==> src/hdl/wsfe_pkg.sv <==
// shared types, constants and helpers of the masked frame encoder
// no dependencies
package wsfe_pkg;

  localparam int unsigned MaxRun     = 9;
  localparam int unsigned RunCntW    = $clog2(MaxRun + 1);
  localparam int unsigned ShortLimit = 125;

  localparam logic [7:0]  ExtLenByte  = 8'hFE;
  localparam logic [7:0]  MaskBit     = 8'h80;
  localparam logic [31:0] KeyReset    = 32'h1234_5678;
  localparam logic [7:0]  HdrReset    = 8'h81;

  typedef logic [7:0] wire_byte_t;
  typedef logic [RunCntW-1:0] run_cnt_t;

  typedef enum logic {
    REG_MASK_KEY = 1'b0,
    REG_HDR_BYTE = 1'b1
  } cfg_reg_e;

  // run handed from the builder to the output buffer
  typedef struct packed {
    logic     load;
    run_cnt_t count;
    logic     fend;
  } run_t;

  // key byte for a mask phase, top byte first
  function automatic wire_byte_t key_byte(input logic [31:0] key, input logic [1:0] phase);
    wire_byte_t kb;
    case (phase)
      2'd0:    kb = key[31:24];
      2'd1:    kb = key[23:16];
      2'd2:    kb = key[15:8];
      default: kb = key[7:0];
    endcase
    return kb;
  endfunction

endpackage

==> src/hdl/wsfe_run_build.sv <==
// frame state, config registers and run builder of the masked frame encoder
// depends on wsfe_pkg
module wsfe_run_build
  import wsfe_pkg::*;
(
  input  logic         clk_i,
  input  logic         rst_ni,
  input  logic         cfg_we_i,
  input  logic         cfg_idx_i,
  input  logic [31:0]  cfg_data_i,
  input  logic         accept_i,
  input  logic         start_i,
  input  logic [15:0]  len_i,
  input  logic         carries_i,
  input  wire_byte_t   data_i,
  output run_t         run_o,
  output wire_byte_t   bytes_o [MaxRun]
);

  logic [31:0] key_q;
  wire_byte_t  hdr_q;
  logic [1:0]  phase_q, phase_d;
  logic [15:0] left_q, left_d;
  logic        in_frame_q, in_frame_d;

  run_cnt_t    count;
  logic        fend;
  logic        is_short;
  wire_byte_t  masked_first;
  wire_byte_t  masked_cont;

  always_ff @(posedge clk_i or negedge rst_ni) begin
    if (!rst_ni) begin
      key_q <= KeyReset;
      hdr_q <= HdrReset;
    end else if (cfg_we_i) begin
      case (cfg_reg_e'(cfg_idx_i))
        REG_MASK_KEY: key_q <= cfg_data_i;
        REG_HDR_BYTE: hdr_q <= cfg_data_i[7:0];
        default:      ;
      endcase
    end
  end

  assign is_short     = ({16'd0, len_i} <= 32'(ShortLimit));
  assign masked_first = data_i ^ key_q[31:24];
  assign masked_cont  = data_i ^ key_byte(key_q, phase_q);

  always_comb begin
    for (int i = 0; i < MaxRun; i++) begin
      bytes_o[i] = '0;
    end
    count      = '0;
    fend       = 1'b0;
    phase_d    = phase_q;
    left_d     = left_q;
    in_frame_d = in_frame_q;
    if (start_i) begin
      bytes_o[0] = hdr_q;
      if (is_short) begin
        bytes_o[1] = MaskBit | {1'b0, len_i[6:0]};
        bytes_o[2] = key_q[31:24];
        bytes_o[3] = key_q[23:16];
        bytes_o[4] = key_q[15:8];
        bytes_o[5] = key_q[7:0];
        bytes_o[6] = masked_first;
        count      = run_cnt_t'(6);
      end else begin
        bytes_o[1] = ExtLenByte;
        bytes_o[2] = len_i[15:8];
        bytes_o[3] = len_i[7:0];
        bytes_o[4] = key_q[31:24];
        bytes_o[5] = key_q[23:16];
        bytes_o[6] = key_q[15:8];
        bytes_o[7] = key_q[7:0];
        bytes_o[8] = masked_first;
        count      = run_cnt_t'(8);
      end
      if (len_i == 16'd0) begin
        // empty frame ends on the last key byte
        fend       = 1'b1;
        phase_d    = 2'd0;
        left_d     = 16'd0;
        in_frame_d = 1'b0;
      end else if (carries_i) begin
        count      = count + run_cnt_t'(1);
        fend       = (len_i == 16'd1);
        phase_d    = 2'd1;
        left_d     = len_i - 16'd1;
        in_frame_d = (len_i != 16'd1);
      end else begin
        phase_d    = 2'd0;
        left_d     = len_i;
        in_frame_d = 1'b1;
      end
    end else if (in_frame_q && carries_i) begin
      bytes_o[0] = masked_cont;
      count      = run_cnt_t'(1);
      fend       = (left_q == 16'd1);
      phase_d    = phase_q + 2'd1;
      left_d     = left_q - 16'd1;
      in_frame_d = (left_q != 16'd1);
    end
  end

  always_ff @(posedge clk_i or negedge rst_ni) begin
    if (!rst_ni) begin
      phase_q    <= 2'd0;
      left_q     <= 16'd0;
      in_frame_q <= 1'b0;
    end else if (accept_i) begin
      phase_q    <= phase_d;
      left_q     <= left_d;
      in_frame_q <= in_frame_d;
    end
  end

  assign run_o.load  = accept_i && (count != '0);
  assign run_o.count = count;
  assign run_o.fend  = fend;

endmodule

==> src/hdl/wsfe_run_buf.sv <==
// run buffer and output register of the masked frame encoder
// depends on wsfe_pkg
module wsfe_run_buf
  import wsfe_pkg::*;
(
  input  logic        clk_i,
  input  logic        rst_ni,
  input  run_t        run_i,
  input  wire_byte_t  bytes_i [MaxRun],
  output logic        free_o,
  output logic        m_valid_o,
  input  logic        m_ready_i,
  output wire_byte_t  m_data_o,
  output logic        m_last_o,
  output logic        m_fend_o
);

  wire_byte_t buf_q [MaxRun];
  wire_byte_t buf_d [MaxRun];
  run_cnt_t   left_q, left_d;
  logic       fend_q;
  logic       valid_q;
  wire_byte_t data_q;
  logic       last_q;
  logic       ofend_q;
  logic       out_free;
  logic       move;
  logic       final_move;

  assign out_free   = !valid_q || m_ready_i;
  assign move       = (left_q != '0) && out_free;
  assign final_move = move && (left_q == run_cnt_t'(1));
  assign free_o     = (left_q == '0) || final_move;

  always_comb begin
    buf_d  = buf_q;
    left_d = left_q;
    if (run_i.load) begin
      buf_d  = bytes_i;
      left_d = run_i.count;
    end else if (move) begin
      for (int i = 0; i < MaxRun - 1; i++) begin
        buf_d[i] = buf_q[i+1];
      end
      buf_d[MaxRun-1] = '0;
      left_d          = left_q - run_cnt_t'(1);
    end
  end

  always_ff @(posedge clk_i) begin
    buf_q <= buf_d;
    if (run_i.load) begin
      fend_q <= run_i.fend;
    end
    if (move) begin
      data_q  <= buf_q[0];
      last_q  <= (left_q == run_cnt_t'(1));
      ofend_q <= (left_q == run_cnt_t'(1)) && fend_q;
    end
  end

  always_ff @(posedge clk_i or negedge rst_ni) begin
    if (!rst_ni) begin
      left_q  <= '0;
      valid_q <= 1'b0;
    end else begin
      left_q <= left_d;
      if (move) begin
        valid_q <= 1'b1;
      end else if (m_ready_i) begin
        valid_q <= 1'b0;
      end
    end
  end

  assign m_valid_o = valid_q;
  assign m_data_o  = data_q;
  assign m_last_o  = last_q;
  assign m_fend_o  = ofend_q;

endmodule

==> src/hdl/websocket_masked_frame_encoder.sv <==
// top level of the masked websocket client frame encoder
// depends on wsfe_pkg, wsfe_run_build and wsfe_run_buf
//
//  port group   dir  contents
//  s_axis       in   start / length / payload byte items
//  m_axis       out  frame bytes: header, key, masked payload
//  cfg          in   register writes: mask key, first header byte
//
// a payload item yields one output byte; a start item 6 or 8 (one more if it
// carries the first payload byte). a taken item is registered into the run
// buffer, which the one-byte output register drains byte by byte. reset
// clears frame state, loads the key and header defaults and empties both
// buffers. a stall on m_axis holds the output register and the run buffer;
// s_axis stays ready while the buffer can take the next run.
module websocket_masked_frame_encoder
  import wsfe_pkg::*;
(
  input  logic        clk_i,
  input  logic        rst_ni,
  input  logic        s_axis_tvalid,
  output logic        s_axis_tready,
  input  logic [23:0] s_axis_tdata,   // frame_length[15:0], data_byte[23:16]
  input  logic [1:0]  s_axis_tuser,   // frame_start[0], carries_byte[1]
  output logic        m_axis_tvalid,
  input  logic        m_axis_tready,
  output logic [7:0]  m_axis_tdata,   // out_byte[7:0]
  output logic        m_axis_tlast,
  output logic        m_axis_tuser,   // frame_end[0]
  input  logic        cfg_we_i,
  input  logic        cfg_idx_i,
  input  logic [31:0] cfg_data_i
);

  run_t       run;
  wire_byte_t run_bytes [MaxRun];
  logic       buf_free;
  logic       accept;

  assign s_axis_tready = buf_free;
  assign accept        = s_axis_tvalid && buf_free;

  wsfe_run_build u_build (
    .clk_i      (clk_i),
    .rst_ni     (rst_ni),
    .cfg_we_i   (cfg_we_i),
    .cfg_idx_i  (cfg_idx_i),
    .cfg_data_i (cfg_data_i),
    .accept_i   (accept),
    .start_i    (s_axis_tuser[0]),
    .len_i      (s_axis_tdata[15:0]),
    .carries_i  (s_axis_tuser[1]),
    .data_i     (s_axis_tdata[23:16]),
    .run_o      (run),
    .bytes_o    (run_bytes)
  );

  wsfe_run_buf u_buf (
    .clk_i     (clk_i),
    .rst_ni    (rst_ni),
    .run_i     (run),
    .bytes_i   (run_bytes),
    .free_o    (buf_free),
    .m_valid_o (m_axis_tvalid),
    .m_ready_i (m_axis_tready),
    .m_data_o  (m_axis_tdata),
    .m_last_o  (m_axis_tlast),
    .m_fend_o  (m_axis_tuser)
  );

endmodule

==> config.mk <==
export PLATFORM = sky130hd
export DESIGN_NAME = websocket_masked_frame_encoder
export DESIGN_NICKNAME = d
export VERILOG_FILES = /design/src/hdl/wsfe_pkg.sv /design/src/hdl/wsfe_run_build.sv /design/src/hdl/wsfe_run_buf.sv /design/src/hdl/websocket_masked_frame_encoder.sv
export SDC_FILE = /design/constraint.sdc
export NUM_CORES = 1
export LEC_CHECK = 0
export BUFFER_PORTS_ARGS = -buffer_cell sky130_fd_sc_hd__buf_2
export CAP_MARGIN = 20
export CORE_UTILIZATION = 59
export DETAILED_ROUTE_END_ITERATION = 7
export PLACE_DENSITY = 0.8
export SLEW_MARGIN = 20
export SYNTH_ARGS = -nofsm -noshare
export SYNTH_HDL_FRONTEND = slang
export SYNTH_SLANG_ARGS = --single-unit
==> constraint.sdc <==
create_clock -name clk_i -period 4.7 [get_ports clk_i]
set_input_delay 0.705 -clock clk_i [delete_from_list [all_inputs] [get_ports clk_i]]
set_output_delay 0.705 -clock clk_i [all_outputs]
set_load 0.02 [all_outputs]
# Word level (Yosys, flattened, before mapping)
# Index checks and enable logic that the tools add are counted.
[word_totals]
regBits = 147
elab_cells = 90
[classes]
n_addsub = 5
order_cmp = 1
eq_ne = 7
mux = 34
bitwise_logic = 3
reduce_logical = 20
[op_table]
columns = ["cell", "n"]
rows = [
  ["$mux W72", 2],
  ["$mux W16", 5],
  ["$mux W64", 1],
  ["$mux W47", 1],
  ["$eq A16 B1 Y1 const B", 2],
  ["$ne A16 B1 Y1 const B", 2],
  ["$sub A16 B1 Y16 const B", 2],
  ["$mux W4", 7],
  ["$pmux W8 S3", 1],
  ["$le A16 B7 Y1 const B", 1],
  ["$logic_not A16 Y1", 1],
  ["$mux W8", 2],
  ["$xor A8 B8 Y8", 2],
  ["$mux W1", 12],
  ["$reduce_bool A4 Y1", 2],
  ["$logic_and A1 B1 Y1", 6],
  ["$mux W2", 3],
  ["$reduce_and A2 Y1", 3],
  ["$reduce_bool A2 Y1", 3],
  ["$add A4 B1 Y4 const B", 1],
  ["$eq A4 B1 Y1 const B", 1],
  ["$logic_not A4 Y1", 1],
  ["$sub A4 B1 Y4 const B", 1],
  ["$add A2 B1 Y2 const B", 1],
  ["6 further kinds", 7],
]

# Logic depth before layout (Yosys ltp)
# Gate-level depths: netlist of the first run.
[logic_depth]
word_depth = 10
depth_mapped = 9
depth_no_buf = 8

# Hierarchy
# From an unflattened synthesis of the first run, not the netlist that was laid out.
[hier_totals]
cells_unflattened = 693
area_unflattened_um2 = 7876.3
[modules_own_cells]
columns = ["mod", "instances", "cells_per_inst", "area_each_um2", "seq_area_each_um2"]
rows = [
  ["wsfe_run_build", 1, 488, 4229.1, 1495.2],
  ["wsfe_run_buf", 1, 204, 3641.0, 2617.5],
  ["websocket_masked_frame_encoder", 1, 1, 6.3, 0.0],
]

# Worst setup path after synthesis of the first run
# OpenSTA, ideal clock, no wires.
[synth_path]
path_type = "input -> register"
startpoint = "input port m_axis_tready"
endpoint = "register u_buf.left_q[1]"
setup_time_ps = 129
arrival_ps = 3881
required_time_ps = 4571
setup_slack_ps = 690
cell_stages = 5
n_path_buf = 0
path_cell_list = "nand2b_1 a21boi_0 a21oi_1 inv_1 mux2_2"
[synth_between]
elab_chain_cells = 7
elab_cells_between_ends = 8
cone_classes = "mux (1); reduce/logical (7)"
[synth_rtl]
columns = ["element", "line", "source"]
rows = [
  ["from (decl)", "websocket_masked_frame_encoder.sv:25", "input logic m_axis_tready,"],
  ["$logic_or A1 B1 Y1 (*)", "wsfe_run_buf.sv:30", "assign out_free = !valid_q || m_ready_i;"],
  ["$logic_and A1 B1 Y1 (*)", "wsfe_run_buf.sv:31", "assign move = (left_q != '0) && out_free;"],
  ["via u_buf.move", "wsfe_run_buf.sv:27", "logic move;"],
  ["$logic_and A1 B1 Y1", "wsfe_run_buf.sv:32", "assign final_move = move && (left_q == run_cnt_t'(1));"],
  ["$logic_or A1 B1 Y1", "wsfe_run_buf.sv:33", "assign free_o = (left_q == '0) || final_move;"],
  ["$logic_and A1 B1 Y1", "websocket_masked_frame_encoder.sv:40", "assign accept = s_axis_tvalid && buf_free;"],
  ["$logic_and A1 B1 Y1", "wsfe_run_build.sv:118", "assign run_o.load = accept_i && (count != '0);"],
  ["$mux W4 / $reduce_bool A2 Y1 (equally long branches)", "n/a", ""],
  ["to (signal assigned)", "wsfe_run_buf.sv:67", "left_q <= left_d;"],
  ["to (decl)", "wsfe_run_buf.sv:20", "run_cnt_t left_q, left_d;"],
]
# The timed path passes the listed nets; every way through them passes the cells marked *.
# A chain may end at the register's enable or synchronous reset.

# Worst setup path after layout of the first run
[layout_path]
startpoint = "register u_buf.left_q[0]"
endpoint = "register u_buf.left_q[3]"
[layout_between]
elab_chain_cells = 7
elab_cells_between_ends = 12
cone_classes = "add/sub (1); eq/ne (1); mux (2); reduce/logical (8)"
[layout_rtl]
columns = ["element"]
rows = [
  ["branches (longest 7 deep; another with $sub A4 B1 Y4)"],
]
# Parallel ways; which one is timed is not known. The select of a mux whose other input is x is not followed.

==> run metrics, run 1 <==
Synth Net Count=727; Yosys warning count=0; Die Wd=115 um; worst-path maximum fanout=34; class of the worst hold path=input port to asynchronous set/reset pin; Num Clock Sinks=147; post-DP HPWL=13.1 mm; status=finished, final reports clean; busiest grt layer=met2; clock-pin slew on the worst setup and hold paths=60 ps; Synth top area share=33.1%; via count of the first global-routing pass=5,653; Critical Path RT=5010 ps; DR vias=5,685; Post-CTS Setup Inserts=0; CTS max path bufs=2; # setup viols final=0; Final ANT Viol Nets=0; post-synth top area cell=edfxtp_1; CP delay by family, top=buffers and inverters; power per cell area=596 mW/mm2; TNS Setup=0 ps; async set or reset register ratio after synthesis=43.5%; CP max stage cell=or3b_1; wire per inst=21.4 um; grt total ovfl=0; number of max-cap violations=0; Synth Flop Type=edfxtp_1; DP Area=0.00800 mm2; 1st-pass router iterations=6; synthesis-stage register bit count=147; # resized after CTS=0; Avg Cell Area, Syn=11.6 um2; antenna cells=0; die area=0.0132 mm2; Die Y=115 um; Rows=40; core area=0.0122 mm2; Critical Path Source Type=flop; DRC=0; RSZ-0062 raised after global routing=false; ratio of cells with drive above 1 in the final layout=26.1%; Max VDD drop=0.000365 V; clock buffer count from CTS=17; met2 usage=50.4%; commonest cells in the netlist=nand2_1 (85), edfxtp_1 (83), dfrtp_1 (49); most frequent cell after synthesis=nand2_1; gr usage total=31.1%; cts hold-fix bufs=0; Initial Util=61.7%; area grow syn2layout=14.5%; vias per cell=6.34; achievable frequency=0.342 GHz; WL final=19.2 mm; Skew-Pair Late Insertion Delay=420 ps; TritonCTS clock tree=yes; max_slew headroom=30.9%; GRT met1 Usage=41.8%; post-route design area=0.00863 mm2; Port Buffer Count=75; met3 Use GR=6.54%; Root Buffer=clkbuf_16; top cells by area, synth=edfxtp_1 (33%), dfrtp_1 (16%), mux2_2 (6.1%); CP Class=flop to flop; Post-synth EDFFs=83; RePlAce Congestion=0.876; Netlist cell types=70; largest net degree at the start of global routing=85; CP arrival=3240 ps; CP endpoint kind=flop; period utilisation layout=62.2%; initial antenna violation count=0; Final Hold Viols=0; Critical Path Max Stage Delay=450 ps; Worst Skew=5.63 ps; pins over their slew limit=0; I/O pin count=76; register area share after synthesis=54.6%; Pleak=0.00352 uW; Final #Nets=791; Slew @ Worst Pin=1030 ps; global-route wire length before repair=30.4 mm; Gate Count Post-Synth=652; CP Cell Sequence=inv_1 > ha_1 > or3b_1 > and4_1 > a21oi_1 > inv_2 > buf_4 > o221a_2; CTS HTree Levels=4; post-layout min period=2920 ps; violation count after the first detailed-routing iteration=683; Post-Synthesis Cell Area=0.00754 mm2; worst path bufs/invs=3
sequential cells by signal, summed over array words and instances, names as in the netlist:
signal              count
u_build.phase_q         2
u_build.left_q         16
u_buf.m_fend_o          1
u_buf.m_data_o          8
u_buf.fend_q            1
u_buf.buf_q            72
u_buf.m_valid_o         1
u_build.key_q          32
u_buf.m_last_o          1
u_buf.left_q            4
u_build.hdr_q           8
u_build.in_frame_q      1
placed cells by master, fill, tap and decap left out, types with 15 or more instances in the layout:
master / instances
a21oi_1: 16
buf_2: 75
clkbuf_16: 19
dfrtp_1: 49
dfstp_2: 15
edfxtp_1: 83
mux2_2: 41
mux2i_1: 38
nand2_1: 84
nor2_1: 32
nor3_1: 20
o21ai_0: 48
xor2_1: 21
final cells by class:
class | instances | area, um2
Sequential cell | 147 | 4110
Fill cell | 919 | 3580
Multi-Input combinational cell | 454 | 3200
Clock buffer | 21 | 503
Timing Repair Buffer | 83 | 435
Tap cell | 168 | 210
Clock inverter | 11 | 121
Inverter | 13 | 48.8
final timing paths:
check | start | endpoint | slack [ps] | depth (start not counted)
max | u_buf.left_q[0] | u_buf.left_q[3] | 1780 | 8
min | rst_ni | u_build.left_q[9] | 300 | 1
max reg2reg | u_buf.left_q[0] | u_buf.left_q[3] | 1780 | 8
min reg2reg | u_buf.buf_q[69] | u_buf.m_data_o[5] | 420 | 0
max in group asynchronous | rst_ni | u_build.key_q[10] | 3430 | 2
min in group clk_i | u_buf.buf_q[69] | u_buf.m_data_o[5] | 420 | 0
cells by family after synthesis:
kind of cell | synth area share (%)
fa+ha+maj | 1.83
xor+xnor | 3.72
buf+inv | 3.09
flops | 54.6
mux | 11.2
compound gates | 12.7
simple gates | 12.9
metal layers:
layer	vias up	wire length [um]
met4	0	449
li1	2555	-
met1	2764	7680
met3	46	1680
met2	320	9380
met5	-	0
stage by stage:
stage / total power [uW] / cells / hold slack, ps / worst slack (ps) / util (%)
6_report: 5140 / 897 / 301 / 1780 / 70.7
4_1_cts: 5120 / 897 / 317 / 1800 / 70.7
3_3_place_gp: 3620 / 865 / 406 / 1730 / 65.5
2_1_floorplan: 3210 / 652 / 400 / 690 / -
3_5_place_dp: 3700 / 865 / 412 / 1610 / 65.5
5_1_grt: 5370 / 897 / 355 / 1640 / 70.7
report_power, final:
group / leakage (uW) / internal [uW] / switching [uW] / total (uW)
clock network: 0.000305 / 872 / 532 / 1400
logic: 0.00169 / 504 / 907 / 1410
registers: 0.00152 / 2060 / 270 / 2330
total: 0.00352 / 3440 / 1710 / 5140
worst reg2reg max path, cell delays in order, from the launching register on:
cell	delay, ps
dfrtp_1	410
inv_1	90
ha_1	250
or3b_1	450
and4_1	310
a21oi_1	260
inv_2	330
buf_4	400
o221a_2	320
No activity file was read; power rests on OpenSTA's default activity.
==> inputs of run 2 (changes only) <==
Clock period 4.7 ns to 2.8 ns, I/O delays scaled along.
==> run 2 against run 1 <==
  * Clock power up 61%
  * Critical path depth unchanged
  * Combinational power up 76%
==> run metrics, run 2 (synthesized netlist as in run 1, its figures left out) <==
status=finished, final reports clean; met3 Use GR=7.54%; DRC=0; met2 usage=47.5%; post-route design area=0.00875 mm2; die area=0.0132 mm2; Int Pwr=5660 uW; Final Hold Viols=0; max_slew headroom=39.8%; WL final=19.1 mm; clock-pin slew on the worst setup and hold paths=60 ps; Max VDD drop=0.000639 V; via count of the first global-routing pass=5,511; area grow syn2layout=16.2%; combinational fraction of design power=28.8%; Slew @ Worst Pin=900 ps; grt total ovfl=0; P_sw=2950 uW; number of max-cap violations=0; GRT met1 Usage=41.4%; Die Y=115 um; Skew-Pair Late Insertion Delay=430 ps; post-layout min period=2510 ps; ratio of cells with drive above 1 in the final layout=27.8%; max reg flops=72; # setup viols final=0; initial antenna violation count=0; Largest regs=u_buf.buf_q (72), u_build.key_q (32), u_build.left_q (16); CP endpoint kind=flop; TNS Setup=0 ps; Largest Register=u_buf.buf_q; vias per cell=6.32; CTS max path bufs=2; Final Non-Filler Cells=908; violation count after the first detailed-routing iteration=504; commonest non-fill, non-tap cell in the layout=nand2_1; Die Wd=115 um; RSZ-0062 raised after global routing=false; Pleak=0.00356 uW; gr usage total=30.7%; clock share of power=26.1%; 1st-pass router iterations=5; Port Buffer Count=75; class of the worst hold path=input port to asynchronous set/reset pin; sequential power share=45.1%; cts hold-fix bufs=0; antenna cells=0; Worst Skew=5.94 ps; Final #Nets=802; power per cell area=984 mW/mm2; hold slack=86.7 ps; RePlAce Congestion=0.892; wire per inst=21.0 um; Sw Ratio=34.2%; Final ANT Viol Nets=0; largest net degree at the start of global routing=65; post-DP HPWL=13.2 mm; I/O pin count=76; busiest grt layer=met2; core area=0.0122 mm2; commonest non-fill, non-tap cells in the layout=nand2_1 (84), edfxtp_1 (83), buf_2 (75), dfrtp_1 (49), o21ai_0 (48); Initial Util=61.7%; clock buffer count from CTS=17; Rows=40; DP Area=0.00816 mm2; Placed Cells incl. Taps=876; Num Clock Sinks=147; final core utilization=71.7%; DR vias=5,736; achievable frequency=0.398 GHz; TritonCTS clock tree=yes; period utilisation layout=89.8%; CP arrival=2880 ps; CTS HTree Levels=4; Critical Path Source Type=flop; Root Buffer=clkbuf_16; worst-path maximum fanout=18; global-route wire length before repair=29.7 mm; CP Class=flop to flop; pins over their slew limit=0; Critical Path RT=3170 ps
## run 2: per-layer routing
| metal | vias up | part of all wire (%) |
|---|---|---|
| met1 | 2793 | 40 |
| met4 | 0 | 2.6 |
| li1 | 2587 | - |
| met5 | - | 0 |
| met2 | 314 | 47 |
| met3 | 42 | 9.8 |
## run 2: metrics by stage
step | worst slack, ps | total power (uW)
4_1_cts | 180 | 8570
3_5_place_dp | 77.6 | 6300
6_report | 286 | 8610
3_3_place_gp | 180 | 6180
5_1_grt | 215 | 9000
2_1_floorplan | -179 | 5410
## run 2: power groups by stage
stage	Combinational [uW]	Clock [uW]	Sequential (uW)
floorplan	1550	0	3860
global placement	2300	0	3880
detailed placement	2400	0	3900
CTS	2440	2260	3870
global route	2700	2350	3960
finish	2480	2250	3890
## run 2: worst paths after layout
kind,from,to,slack [ps],cells past startpoint
setup / recovery,u_buf.left_q[1],u_buf.left_q[3],290,8
hold / removal,rst_ni,u_build.left_q[13],90,1
min in group clk_i,cfg_data_i[22],u_build.key_q[22],220,2
setup reg to reg,u_buf.left_q[1],u_buf.left_q[3],290,8
hold reg to reg,u_buf.buf_q[65],u_buf.m_data_o[1],420,0
max in group asynchronous,rst_ni,u_build.key_q[3],1980,2
## run 2: worst max-delay path: stages, from the launching register on
cell and delay, ps:
dfrtp_1 390, inv_1 100, ha_2 230, or3b_4 410, and4_4 200, nand2_2 160
clkinvlp_4 340, a31oi_1 390, o221a_2 250
## run 2: area by class of cell
cell class	count	area, um2
fillers	860	3460
well taps	168	210
inverters	13	56.3
clock inverters	14	141
flip-flops and latches	147	4110
clock buffers	18	450
multi-input cells	454	3220
repair buffers	94	568
## run 2: repair_timing
action,4_1_cts,5_1_grt
setup buffers,0,0
endpoints found under the setup margin,0,1
gates resized for setup,0,1
